## src/design/apm_pkg.sv

```systemverilog
// Shared types, constants and saturation function of the AC power meter.
package apm_pkg;

    localparam int DATA_W          = 32;
    localparam int FRAC_BITS       = 24;
    localparam int PROD_W          = 40;
    localparam int DEF_WINDOW_LEN  = 64;
    localparam int DEF_QUARTER_LEN = 16;

    typedef struct packed {
        logic signed [DATA_W-1:0] volt_sample;
        logic signed [DATA_W-1:0] curr_sample;
        logic signed [DATA_W-1:0] volt_rms;
        logic signed [DATA_W-1:0] curr_rms;
    } sample_t;

    typedef struct packed {
        logic signed [DATA_W-1:0] apparent_power;
        logic signed [DATA_W-1:0] active_power;
        logic signed [DATA_W-1:0] reactive_power;
        logic                     valid_res;
    } result_t;

    // Clamp a wide signed value into the signed 32-bit range.
    function automatic logic signed [DATA_W-1:0] sat32(input logic signed [63:0] v);
        logic signed [DATA_W-1:0] r;
        if (v > 64'sd2147483647)
        begin
            r = 32'sh7FFFFFFF;
        end
        else if (v < -64'sd2147483648)
        begin
            r = 32'sh80000000;
        end
        else
        begin
            r = v[DATA_W-1:0];
        end
        return r;
    endfunction

endpackage

```

## src/design/apm_mean.sv

```systemverilog
// Window mean of a running sum, one register stage, then saturation to 32 bits.
module apm_mean #(
    parameter int WINDOW_LEN = apm_pkg::DEF_WINDOW_LEN,
    localparam int SUM_W = apm_pkg::PROD_W + $clog2(WINDOW_LEN)
) (
    input  logic                            clk,
    input  logic                            load,
    input  logic signed [SUM_W-1:0]         sum,
    output logic signed [apm_pkg::DATA_W-1:0] mean
);

    import apm_pkg::*;

    localparam int LG_WIN = $clog2(WINDOW_LEN);

    generate
        if ((WINDOW_LEN & (WINDOW_LEN - 1)) == 0)
        begin : g_shift
            // Power-of-two window: the mean is a plain arithmetic shift.
            localparam int SH_W = SUM_W - LG_WIN;
            logic signed [SH_W-1:0] shifted_reg;

            always_ff @(posedge clk)
            begin
                if (load)
                begin
                    shifted_reg <= sum[SUM_W-1:LG_WIN];
                end
            end

            assign mean = sat32({{(64-SH_W){shifted_reg[SH_W-1]}}, shifted_reg});
        end
        else
        begin : g_recip
            // Other windows: multiply by the Q24 reciprocal, split in two halves
            // so that each multiplier stays narrow.
            localparam int RECIP_W = FRAC_BITS + 1;
            localparam int RECIP_I = (1 << FRAC_BITS) / WINDOW_LEN;
            localparam logic signed [RECIP_W-1:0] RECIP = RECIP_W'(RECIP_I);
            localparam int LO_W   = SUM_W / 2;
            localparam int HI_W   = SUM_W - LO_W;
            localparam int HP_W   = HI_W + RECIP_W;
            localparam int LP_W   = LO_W + 1 + RECIP_W;
            localparam int FULL_W = SUM_W + RECIP_W + 1;
            localparam int SC_W   = FULL_W - FRAC_BITS;

            logic signed [HP_W-1:0]   hi_prod_reg;
            logic signed [LP_W-1:0]   lo_prod_reg;
            logic signed [FULL_W-1:0] full;
            logic signed [SC_W-1:0]   scaled;

            always_ff @(posedge clk)
            begin
                if (load)
                begin
                    hi_prod_reg <= $signed(sum[SUM_W-1:LO_W]) * RECIP;
                    lo_prod_reg <= $signed({1'b0, sum[LO_W-1:0]}) * RECIP;
                end
            end

            always_comb
            begin
                full = {{(FULL_W-HP_W-LO_W){hi_prod_reg[HP_W-1]}}, hi_prod_reg, {LO_W{1'b0}}}
                     + {{(FULL_W-LP_W){lo_prod_reg[LP_W-1]}}, lo_prod_reg};
                scaled = full[FULL_W-1:FRAC_BITS];
            end

            assign mean = sat32({{(64-SC_W){scaled[SC_W-1]}}, scaled});
        end
    endgenerate

endmodule

```

## config.mk

```make
export PLATFORM = sky130hd
export DESIGN_NAME = apm_mean
export DESIGN_NICKNAME = d
export VERILOG_FILES = /design/src/design/apm_pkg.sv /design/src/design/apm_mean.sv
export SDC_FILE = /design/constraint.sdc
export NUM_CORES = 1
export LEC_CHECK = 0
export BUFFER_PORTS_ARGS = -buffer_cell sky130_fd_sc_hd__buf_4
export CAP_MARGIN = 10
export CORE_MARGIN = 2
export CORE_UTILIZATION = 30
export CTS_CLUSTER_SIZE = 25
export DETAILED_ROUTE_END_ITERATION = 10
export PLACE_DENSITY_LB_ADDON = 0.2
export SYNTH_ARGS = -nofsm -noshare
export SYNTH_HDL_FRONTEND = slang
export SYNTH_SLANG_ARGS = --single-unit
```

## constraint.sdc

```tcl
create_clock -name clk -period 1.4 [get_ports clk]
set_input_delay 0.21 -clock clk [delete_from_list [all_inputs] [get_ports clk]]
set_output_delay 0.21 -clock clk [all_outputs]
set_load 0.005 [all_outputs]
```

; Word level (Yosys, flattened, before mapping)
; Index checks and enable logic that the tools add are counted.
[op_classes]
addsub = 0
mul = 0
n_div = 0
n_lt_le_gt_ge = 2
n_eq_ne = 0
shift = 0
mux = 2
n_bitwise = 0
n_reduce_logical = 0
[ops]
columns = op, n
row1 = two-way mux 32 bit, 2
row2 = "> comparator 40 x 32 -> 1 bit, second input constant", 1
row3 = "less-than comparator 40 x 32 -> 1 bit, second input constant", 1
[word_totals]
regBits = 40
latchBits = 0
ramBits = 0
rom_bits = 0
in_bits = 48
output_inout_bits = 32
elab_cells = 5
n_memories = 0

; Depth between registers and ports, before layout
[depth]
depth_word = 3
ltp_mapped = 4

; Worst setup path after synthesis
; No wires, ideal clock.
[synth_path]
path_kind = register to output
startpoint = register g_shift.shifted_reg[35]
endpoint = output port mean[10] (netlist bit)
arrival_time_ns = 1.208
required_time_ns = 1.190
setup_slack_ns = -0.018
stages_incl_launch_ff = 5
cell_sequence = edfxtp_1 > nor4_4 > nand3_4 > buf_6 > o211a_1
[synth_via]
elab_chain_len = 3
word_cells_on_any_way = 4
classes_between = order compare (2) / mux (2)
[synth_lines]
columns = element, line_no
row1 = from (decl), apm_mean.sv:21  ; logic signed [SH_W-1:0] shifted_reg;
row2 = from (signal assigned), apm_mean.sv:27  ; shifted_reg <= sum[SUM_W-1:LG_WIN];
row3 = less-than comparator 40 x 32 -> 1 bit, apm_pkg.sv:31  ; else if (v < -64'sd2147483648)
row4 = two-way mux 32 bit, apm_pkg.sv:31
row5 = two-way mux 32 bit *, apm_pkg.sv:27  ; if (v > 64'sd2147483647)
row6 = to (decl), apm_mean.sv:9  ; output logic signed [apm_pkg::DATA_W-1:0] mean
; Every way passes the cells marked *; elsewhere a longest branch is shown, timed or not.

; Worst setup path after layout
[layout_path]
startpoint = register g_shift.shifted_reg[35]
endpoint = output port mean[0] (netlist bit)
; The elaborated chain is that of the path after synthesis.

==> results.tsv <==
metric	value	unit
status	finished with violations	
failed_checks	setup timing	
grt-ovfl-total	0	
cp.required	1190	ps
dieHeight	82.36	um
hpwl	2.859	mm
rows	28	
cts_tree	done	
num_vias	1302	
setup_slack	-520.8	ps
core	5921	sq um
ir_drop	633.9	uV
cts_inserted_buffers	5	
synthesis.area	1842	sq um
max_freq	520.6	MHz
firstDrtPassIters	4	
max-slew-margin-rel	0.6570	
vias_per_cell	4.752	
grtUsageTotal	0.1260	
drive_above_1_share	0.4673	
antenna_found_initial	0	
cp-end-kind	output pin	
antenna_left	0	
finalSetupViolations	31	
holdWs	83.49	ps
final_area	2690	sq um
dp.cells	266	
worstPathArrival	1710	ps
synth_nets	167	
seq_area_frac_synth	0.6522	
boundaryPins	80	
io_buffer_count	73	
start_kind	register	
first_global_vias	1372	
cts_root_buf	clkbuf_8	
grt_max_degree	41	
fin_nets	246	
grt_pass1_wl	6.341	mm
crit_fanout	11	
dieArea	6782	sq um
min_period	1921	ps
finalHoldViolCount	0	
rsz0062_at_grt	yes	
gp_congestion	0.6306	
drt_iter0_drc	30	
layout.cells.non_filler	274	
final.fill_count	549	
start_util	0.3111	
synthCells	119	
insertedDiodeCount	0	
cts.clk_slew.worst_paths	80	ps
synth-seq-cells	40	
critical_path_class	register to output pin	
wire_per_inst	14.77	um
ctsHoldBuffers	0	
multiInputGateArea	573.1	sq um
hp-class	input port to register	
place_area	2496	sq um
ys_warn_count	0	
worst_pin_slew	514.6	ps
die_w	82.36	um
cap_violations	0	
regArea	1201	sq um
wirelength	4.048	mm
drc	0	
max-clock-path-buffers	2	
ys_types	12	
syn_to_final_growth	46.06	%
power_density	1086	nW/um^2
p_leak	1.204	nW
largest_register_ffs	40	
htree_levels	2	
maxSlewViolCount	0	
avgSynthCellArea	15.48	sq um
fin_crit_sh	1.372	
clock-sinks	40	
-- metal layers --
layer,wire length [um],vias to the layer above,global-route usage
li1,-,615,-
met1,1619,631,0.1427
met2,2045,51,0.2153
met3,327,5,0.05217
met4,55,0,0.04000
met5,0,-,0
-- synth_stat cells --
library cell,n,share of area
nor3_1,1,0.0027
nor2_1,1,0.0020
o211a_1,31,0.17
edfxtp_1,40,0.65
nand4_1,2,0.0068
nand2b_1,31,0.11
buf_6,3,0.018
nand3_4,1,0.0095
clkbuf_1,4,0.0081
buf_4,3,0.012
o21ai_1,1,0.0027
nor4_4,1,0.012
-- stage by stage --
stage / total power, W / setup slack [ps] / utilization / TNS [ps]
6_report: 0.002920 / -520.8 / 0.4544 / -15600
5_1_grt: 0.003072 / -605.9 / 0.4544 / -18270
4_1_cts: 0.002968 / -550.4 / 0.4544 / -16490
3_5_place_dp: 0.001982 / -212.4 / 0.4216 / -5910
3_3_place_gp: 0.001966 / -199.3 / 0.4216 / -5623
2_1_floorplan: 0.001679 / -17.87 / - / -536.1
-- path summary, 6_finish.rpt --
kind	start	end	slack [ps]	cells after the start
worst max-delay path	g_shift.shifted_reg[35]	mean[0]	-520	5
worst min-delay path	sum[12]	g_shift.shifted_reg[6]	80	1
-- layout make-up --
type / instances / area share
well taps: 75 / 0.03488
clock buffers: 5 / 0.02558
flip-flops and latches: 40 / 0.4465
repair buffers: 82 / 0.2642
clock inverters: 3 / 0.01581
multi-input cells: 69 / 0.2130
-- cells in the final DEF, fill, tap and decap left out, types with 2 or more instances in the layout --
cell,synthesis,routed
nand4_1,2,2
buf_4,3,59
buf_6,3,22
edfxtp_1,40,40
nand2b_1,31,31
o211a_1,31,31
clkbuf_8,0,5
-- power breakdown --
part	leakage, nW	internal [W]	switching, W
clock network	0.0541	0.000527	0.000403
logic	0.758	0.000330	0.000191
registers	0.391	0.00142	0.0000447
total	1.20	0.00228	0.000639
-- critical path: stages (launching register included) --
cell and delay, ps:
edfxtp_1 430, nor4_4 350, nand3_4 130, buf_6 160, o211a_1 230, buf_6 120
-- cells by family (layout without fill, tap and decap cells) --
family,after synthesis,in the layout,synth area share
DFF,40,40,0.6522
buffers and inverters,10,90,0.03872
AOI/OAI and AO/OA,32,32,0.1712
and+or+nand+nor,37,37,0.1379
-- what timing repair did --
action                                 CTS  global route
pin swaps                                2             1
buffers inserted                         0             0
endpoints found under the hold margin    0             0
resized for setup                       22             0
setup endpoints to repair               31            32
Note: power is estimated with default switching activity, not from simulation.
