[src/design/apm_ram.sv]
// Generic single-port-write, single-port-read RAM with registered read data.
module apm_ram #(
    parameter int WIDTH = 8,
    parameter int DEPTH = 16,
    localparam int ADDR_W = (DEPTH > 1) ? $clog2(DEPTH) : 1
) (
    input  logic              clk,
    input  logic              wr_en,
    input  logic [ADDR_W-1:0] wr_addr,
    input  logic [WIDTH-1:0]  wr_data,
    input  logic [ADDR_W-1:0] rd_addr,
    output logic [WIDTH-1:0]  rd_data
);

    logic [WIDTH-1:0] mem_reg [DEPTH];
    logic [WIDTH-1:0] rd_data_reg;

    always_ff @(posedge clk)
    begin
        if (wr_en)
        begin
            mem_reg[wr_addr] <= wr_data;
        end
        rd_data_reg <= mem_reg[rd_addr];
    end

    assign rd_data = rd_data_reg;

endmodule

[config.mk]
export PLATFORM = sky130hd
export DESIGN_NAME = apm_ram
export DESIGN_NICKNAME = d
export VERILOG_FILES = /design/src/design/apm_ram.sv
export SDC_FILE = /design/constraint.sdc
export NUM_CORES = 1
export LEC_CHECK = 0
export CORE_MARGIN = 1
export CORE_UTILIZATION = 45
export DETAILED_ROUTE_END_ITERATION = 8
export DONT_BUFFER_PORTS = 1
export PLACE_DENSITY_LB_ADDON = 0.15
export SETUP_SLACK_MARGIN = 0.5
export SLEW_MARGIN = 40
export SYNTH_ARGS = -nofsm -noshare
export SYNTH_HDL_FRONTEND = slang
export SYNTH_SLANG_ARGS = --single-unit
[constraint.sdc]
create_clock -name clk -period 5.55 [get_ports clk]
set_clock_uncertainty 0.2 [all_clocks]
set_input_delay 0.2775 -clock clk [delete_from_list [all_inputs] [get_ports clk]]
set_output_delay 0.2775 -clock clk [all_outputs]
set_load 0.1 [all_outputs]
# Word-level counts from Yosys, hierarchy flattened
# Memory sizes are Yosys's and may differ from the RTL's. A register that Yosys moved wholly into a read port is not among the register bits.
# Cells that the tools add are included.
# word_totals
reg_bits	0
ramBits	128
inputBits	18
out_inout_bits	8
word_cells	3
n_memories	1
# memory_table
memory	depth	width	rd	rd_clocked_by_memory_dff	wr	line	text
mem_reg	16	8	1	1	1	15	logic [WIDTH-1:0] mem_reg [DEPTH];
# op_classes
n_mux	2
# ops
operator	count
1-bit two-way mux	2

# Logic depth before layout (Yosys ltp)
# Gate-level depths: netlist of run 1.
# logic_depth
ltp_word	2
depth_mapped	5
ltp_nobuf	3

# Worst setup path after synthesis of run 1
# OpenSTA, ideal clock, no wires.
# synth_timing
kind	input to register
from	input port wr_addr[2]
to	memory mem_reg[0][0], enable pin
setup_ps	383
t_arrival_ps	1387
required_time_ps	4967
path_slack_ps	3580
path_stages	2
path_buffers	0
path_cell_list	or3b_2 nor3_1
# synth_rtl
item	line	text
start, declared	9	input logic [ADDR_W-1:0] wr_addr,
end, declared	15	
# No word-level cell before the write port.

==> impl_metrics.csv, run 1 <==
group,metric,value,unit
outcome,status,"finished, final reports clean",
cts,clk_latency,0.41,ns
place,dp_hpwl,6150,um
global_routing,grt_use_total,19.1,%
global_routing,antenna_found_initial,1,
cts,cts_tree,"yes",
route,drtIter0Drc,136,
synthesis,synthDominantCellAreaShare,74.7,%
cells_and_area,area_growth,15.3,%
worst_setup_path,worst_path_most_repeated_cell,"dlygate4sd3_1",
global_routing,grt_pass1_vias,2444,
synthesis,synth_seq_area_share,77.8,%
floorplan,die_w,109,um
cts,cts_sinks,136,
global_routing,grt_util_met2,29.2,%
route,wirelength,10000,um
floorplan,die_y,109,um
route,postRouteAntennaNets,0,
worst_setup_path,crit_chain,"dlygate4sd3_1 -> mux4_1 -> a22oi_1 -> dlygate4sd3_1 -> nand2_1",
cells_and_area,mostFrequentLayoutCells,"edfxtp_1, mux4_2, clkbuf_16, a22oi_1, mux4_1",
synthesis,synth_cell_types,19,
cells_and_area,multi_input_area,1070,sq um
cells_and_area,final_common_cell,"edfxtp_1",
route,dr.pass1.iters,4,
sta,setup_violations,0,
floorplan,row_count,38,
cells_and_area,largest_reg_flops,128,
sta,period_share,43.6,%
synthesis,synth.avg_cell_area,22.5,sq um
sta,worst_pin_slew,0.793,ns
route,avgViaCountPerCell,5.68,
synthesis,yosys-top-cells-area,"edfxtp_1, mux4_2, mux4_1, dfxtp_1, a22oi_1",
cts,cts.htree.levels,4,
cts,cts_buffer_depth,2,
synthesis,ys_seq_elements,136,
route,drc,0,
global_routing,grt_max_degree,33,
route,dr_total_vias,2318,
route,wl_per_cell,24.6,um
cells_and_area,nFillCells,852,
global_routing,use_met3,6.58,%
sta,tns,0,ns
place,place_congestion,0.690,
global_routing,globalRoute.totalOverflow,0,
worst_setup_path,crit_path_top_delay_cell,"dlygate4sd3_1",
cts,cts.repair.resized,0,
cells_and_area,drive_gt1_share,22.8,%
global_routing,grt_pass1_wl,14900,um
worst_setup_path,critPathMaxFanout,19,
global_routing,grt_util_met1,25.4,%
cts,clk_pin_slew_worst_paths,0.06,ns
worst_hold_path,hold_class,"input pin to register",
global_routing,top_usage_layer,"met2",
power_and_ir_drop,peakVddDrop,304,uV
worst_setup_path,cp_slowest_stage_delay,1.02,ns
place,portBuffers,0,
worst_setup_path,cp-end-kind,"register",
floorplan,die-area,11900,sq um
worst_setup_path,required,5.64,ns
worst_setup_path,path_class,"input pin to register",
cts,cts-root-buf,"clkbuf_16",
cells_and_area,ff_latch_area,4010,sq um
sta,hold_violations,0,
synthesis,yosysWarnings,0,
sta,fmax,413,MHz
sta,rsz0062_at_grt,"false",
sta,fin_crit,2.42,ns
worst_setup_path,cp.arrival,2.51,ns
cts,cts_buffers,17,
cells_and_area,fin_nets,272,
floorplan,start_util,46.9,%
synthesis,synth_fp_nets,247,
cells_and_area,final_cells,408,
floorplan,pin_count,26,
synthesis,synthCells,229,
sta,slew_violations,0,
job,max_cap_viol_count,0,
worst_setup_path,critPathLaunchType,"input pin",
floorplan,core-area,11000,sq um
synthesis,yosys.area.top_type,"edfxtp_1",
sta,max_slew_margin,47.0,%
power_and_ir_drop,powerDensity,383,nW/um^2
power_and_ir_drop,p_leak,1.92,nW
place,numPlacedInstances,362,
synthesis,syn_area,5150,sq um
## cell usage after synthesis (all sizes together)
| library cell | n |
|---|---|
| edfxtp | 128 |
| mux4 | 32 |
| a22oi | 16 |
| nor2 | 13 |
| nand2 | 9 |
| dfxtp | 8 |
| buf | 7 |
| nor3 | 4 |
| clkdlybuf4s25 | 3 |
| nand2b | 2 |
| nand3b | 2 |
| and2 | 1 |
| and2b | 1 |
| nand3 | 1 |
| nor2b | 1 |
| or3b | 1 |
## power breakdown
part	internal (mW)	switching, mW	total [mW]
clock	0.602	0.381	0.983
sequential	1.15	0.0573	1.21
combinational	0.0390	0.0448	0.0838
## what timing repair did
item                      CTS  global route
buffers inserted            0             0
hold endpoints to repair  144             0
hold buffers               13             0
## area by class of cell
class / instances / share of cell area [%]
antenna: 1 / 0.0421
clock buffer: 27 / 8.30
clock inverter: 5 / 0.421
timing repair buffer: 16 / 2.57
multi-input combinational: 83 / 18.1
sequential: 136 / 67.6
tap: 140 / 2.95
## routing by layer
| layer | share of wire (%) | wire length [um] | vias to the layer above |
|---|---|---|---|
| met4 | 1.3 | 135 | 0 |
| li1 | - | - | 1026 |
| met5 | 0 | 0 | - |
| met3 | 5.1 | 512 | 11 |
| met1 | 45 | 4540 | 1216 |
| met2 | 48 | 4830 | 65 |
## metrics by stage
stage | area [sq um] | hold WS [ns] | worst slack, ns | util [%] | power, mW
after floorplan | 5150 | 0.176 | 3.58 | - | 1.28
after global placement | 5260 | 0.177 | 3.65 | 47.9 | 1.29
after detailed placement | 5280 | 0.177 | 3.66 | 48.0 | 1.29
after CTS | 5920 | 0.00148 | 3.12 | 53.9 | 2.29
after global routing | 5930 | 0.0117 | 3.07 | 54.0 | 2.34
final | 5940 | 0.00868 | 3.13 | 54.1 | 2.28
## cell families (layout without fill, tap and decap cells)
kind of cell / Yosys count / after routing / synth area share, %
other: 0 / 1 / 0
AO/OA/AOI/OAI: 16 / 16 / 2.33
multiplexers: 32 / 32 / 15.0
AND/OR/NAND/NOR: 35 / 35 / 3.18
buffers and inverters: 10 / 48 / 1.68
flip-flops: 136 / 136 / 77.8
## worst paths after layout
kind,startpoint,endpoint,slack (ns),cells past startpoint
worst max-delay path,rd_addr[1],rd_data[2]$_DFF_P_,3.13,5
worst min register to register,mem_reg[14][1]$_DFFE_PP_,rd_data[1]$_DFF_P_,0.47,3
worst max register to register,mem_reg[11][2]$_DFFE_PP_,rd_data[2]$_DFF_P_,3.55,4
worst min-delay path,rd_addr[1],rd_data[7]$_DFF_P_,0.009,3
## worst max-delay path, delay by kind of cell
family | cells | cell delay, ns
compound gates | 1 | 0.19
mux | 1 | 0.39
simple gates | 1 | 0.05
buf+inv | 2 | 1.60
(Power assumes the default switching activity.)
==> run 2, diff against run 1 <==
ABC_AREA = 1   (was default)
clock period = 2.1 ns   (was 5.55 ns; I/O delays follow)
==> run 2 against run 1 <==
The run now ends with hold timing left. Total power grew to 2.9 times the previous value. Core utilization grew 0.78 points. Synthesized area grew 12%. Flip-flop and latch count is the same. Largest cell class unchanged. Largest power group unchanged.
==> impl_metrics.csv, run 2 <==
group,metric,value,unit
place,place_congestion,0.793,
cells_and_area,final_area,6720,sq um
route,wirelength,12800,um
cells_and_area,ff_latch_area,4000,sq um
sta,worst_pin_slew,0.792,ns
floorplan,die_w,115,um
floorplan,die-area,13300,sq um
cells_and_area,area_growth,16.6,%
worst_setup_path,cp_slowest_stage_delay,0.55,ns
place,postPlaceCellArea,5940,sq um
cells_and_area,fin_nets,596,
synthesis,synth.avg_cell_area,10.5,sq um
sta,max_slew_margin,47.0,%
worst_setup_path,cp.arrival,1.41,ns
place,dp_hpwl,7550,um
cts,cts_buffer_depth,2,
synthesis,synth_edf_count,128,
synthesis,synth_flop_cell,"edfxtp_1",
cells_and_area,mostFrequentLayoutCells,"nand2_1, edfxtp_1, inv_1, nand3_1, clkbuf_16",
synthesis,ys_seq_elements,136,
synthesis,yosys.area.top_type,"edfxtp_1",
synthesis,synth_seq_area_share,69.4,%
synthesis,synth_fp_nets,569,
global_routing,globalRoute.totalOverflow,0,
sta,hold_violations,16,
worst_setup_path,critPathMaxFanout,8,
sta,tns,0,ns
worst_setup_path,r2r_cells,6,
sta,fmax,642,MHz
floorplan,row_count,40,
sta,setup_ws,0.541,ns
worst_setup_path,r2r-end,"rd_data[7]$_DFF_P_",
synthesis,synthArstFlopShare,0,%
cells_and_area,n_antenna_cell,0,
power_and_ir_drop,power.total,6.56,mW
route,wl_per_cell,16.8,um
cells_and_area,nFillCells,1092,
cts,clk_pin_slew_worst_paths,0.06,ns
sta,slew_violations,0,
worst_setup_path,crit_path_top_delay_cell,"dlygate4sd3_1",
cts,cts_buffers,17,
worst_hold_path,hold_path_end,"rd_data[5]$_DFF_P_",
synthesis,synth_common_cells,"nand2_1, edfxtp_1, inv_1",
synthesis,yosysMostFrequentCell,"nand2_1",
sta,period_share,74.2,%
outcome,violations,"hold timing",
global_routing,grt_pass1_wl,19600,um
sta,rsz0062_at_grt,"true",
job,max_cap_viol_count,0,
cells_and_area,drive_gt1_share,8.46,%
worst_setup_path,r2r_slack,0.84,ns
route,avgViaCountPerCell,4.96,
cts,cts.htree.levels,4,
cts,cts_tree,"yes",
power_and_ir_drop,peakVddDrop,727,uV
cts,cts-root-buf,"clkbuf_16",
worst_setup_path,path_class,"input pin to register",
cells_and_area,final_common_cell,"nand2_1",
worst_setup_path,rr_startpoint,"mem_reg[2][7]$_DFFE_PP_",
floorplan,pin_count,26,
global_routing,antenna_found_initial,0,
synthesis,yosysWarnings,0,
place,post-place-ws,0.573,ns
worst_hold_path,hold_depth,6,
place,portBuffers,0,
route,drtIter0Drc,275,
synthesis,yosys-top-cells-area,"edfxtp_1, nand2_1, nand3_1, inv_1, dfxtp_1",
cells_and_area,largest_reg_flops,128,
worst_setup_path,required,1.95,ns
cells_and_area,multi_input_area,1220,sq um
worst_setup_path,critPathLaunchType,"input pin",
sta,setup_violations,0,
global_routing,grt_max_degree,66,
route,dr_total_vias,3762,
worst_setup_path,critPathLaunch,"wr_addr[2]",
worst_setup_path,cp-end-kind,"register",
synthesis,syn_area,5770,sq um
cts,clk_latency,0.42,ns
sta,fin_crit,1.56,ns
floorplan,core-area,12300,sq um
cts,cts_sinks,136,
floorplan,start_util,47.0,%
outcome,status,"finished, violations left",
global_routing,grt_use_total,21.0,%
route,drc,0,
worst_setup_path,crit_chain,"dlygate4sd3_1 -> nor2_1 -> nand2_1 -> nor2_1",
worst_setup_path,worst_path_most_repeated_cell,"nor2_1",
power_and_ir_drop,p_leak,2.86,nW
sta,holdWs,-0.153,ns
synthesis,synth_cell_types,12,
route,dr.pass1.iters,5,
synthesis,synthDominantCellAreaShare,66.7,%
worst_hold_path,hp-start,"rd_addr[0]",
floorplan,die_y,115,um
power_and_ir_drop,powerDensity,976,nW/um^2
global_routing,grt_pass1_vias,3662,
route,postRouteAntennaNets,0,
worst_hold_path,hold_class,"input pin to register",
synthesis,synthCells,551,
==> run 2: cell count changes after synthesis, moves of 4 or more <==
cell | before | now
a22oi_1 | 16 | 0
mux4_1 | 14 | 0
inv_1 | 0 | 100
nor3_1 | 4 | 0
mux4_2 | 18 | 0
nor2_1 | 13 | 17
buf_2 | 3 | 13
nand3_1 | 1 | 97
nand2_1 | 9 | 173
==> run 2: layout make-up <==
type / count / share of cell area (%)
clock buffer: 17 / 6.33
tap: 168 / 3.13
clock inverter: 15 / 2.72
timing repair buffer: 32 / 4.47
inverter: 102 / 5.69
multi-input combinational: 289 / 18.1
sequential: 136 / 59.5
==> run 2: layer usage <==
layer / vias to the layer above / part of all wire, % / track usage (%)
li1: 1829 / - / -
met1: 1791 / 45 / 26.4
met2: 120 / 48 / 34.1
met3: 22 / 5.1 / 5.32
met4: 0 / 2.6 / 10.2
met5: - / 0 / 0
==> run 2: how the worst max path moves through the flow <==
| stage | to | cells past startpoint |
|---|---|---|
| 2_1_floorplan | mem_reg[10][0]$_DFFE_PP_ | 2 |
| 3_5_place_dp | mem_reg[11][6]$_DFFE_PP_ | 2 |
| 5_1_grt | mem_reg[0][3]$_DFFE_PP_ | 4 |
| 6_report | mem_reg[0][0]$_DFFE_PP_ | 4 |
| 3_3_place_gp | mem_reg[11][5]$_DFFE_PP_ | 2 |
| 4_1_cts | mem_reg[3][5]$_DFFE_PP_ | 4 |
==> run 2: report_power, final <==
group,switching (mW),internal [mW],total (mW)
registers,0.0152,3.04,3.05
clock network,1.06,1.96,3.02
logic,0.362,0.122,0.485
==> run 2: repair_timing <==
item | CTS | global route
setup buffers | 0 | 0
endpoints found under the hold margin | 176 | 34
hold buffers | 13 | 4
setup endpoints to repair | 0 | 32
resized for setup | 0 | 2
==> run 2: kinds of logic after synthesis <==
logic type	share of synthesized area, %
buf+inv	9.52
flops	69.4
simple gates	21.0
==> run 2: critical path: cells and delay by family <==
| kind | cells | cell delay, ns |
|---|---|---|
| buf+inv | 1 | 0.55 |
| simple gates | 3 | 0.75 |
==> run 2: per-stage QoR <==
stage | cells | utilization [%]
2_1_floorplan | 551 | -
3_3_place_gp | 710 | 48.4
3_5_place_dp | 710 | 48.4
4_1_cts | 755 | 54.5
5_1_grt | 759 | 54.8
6_report | 759 | 54.8
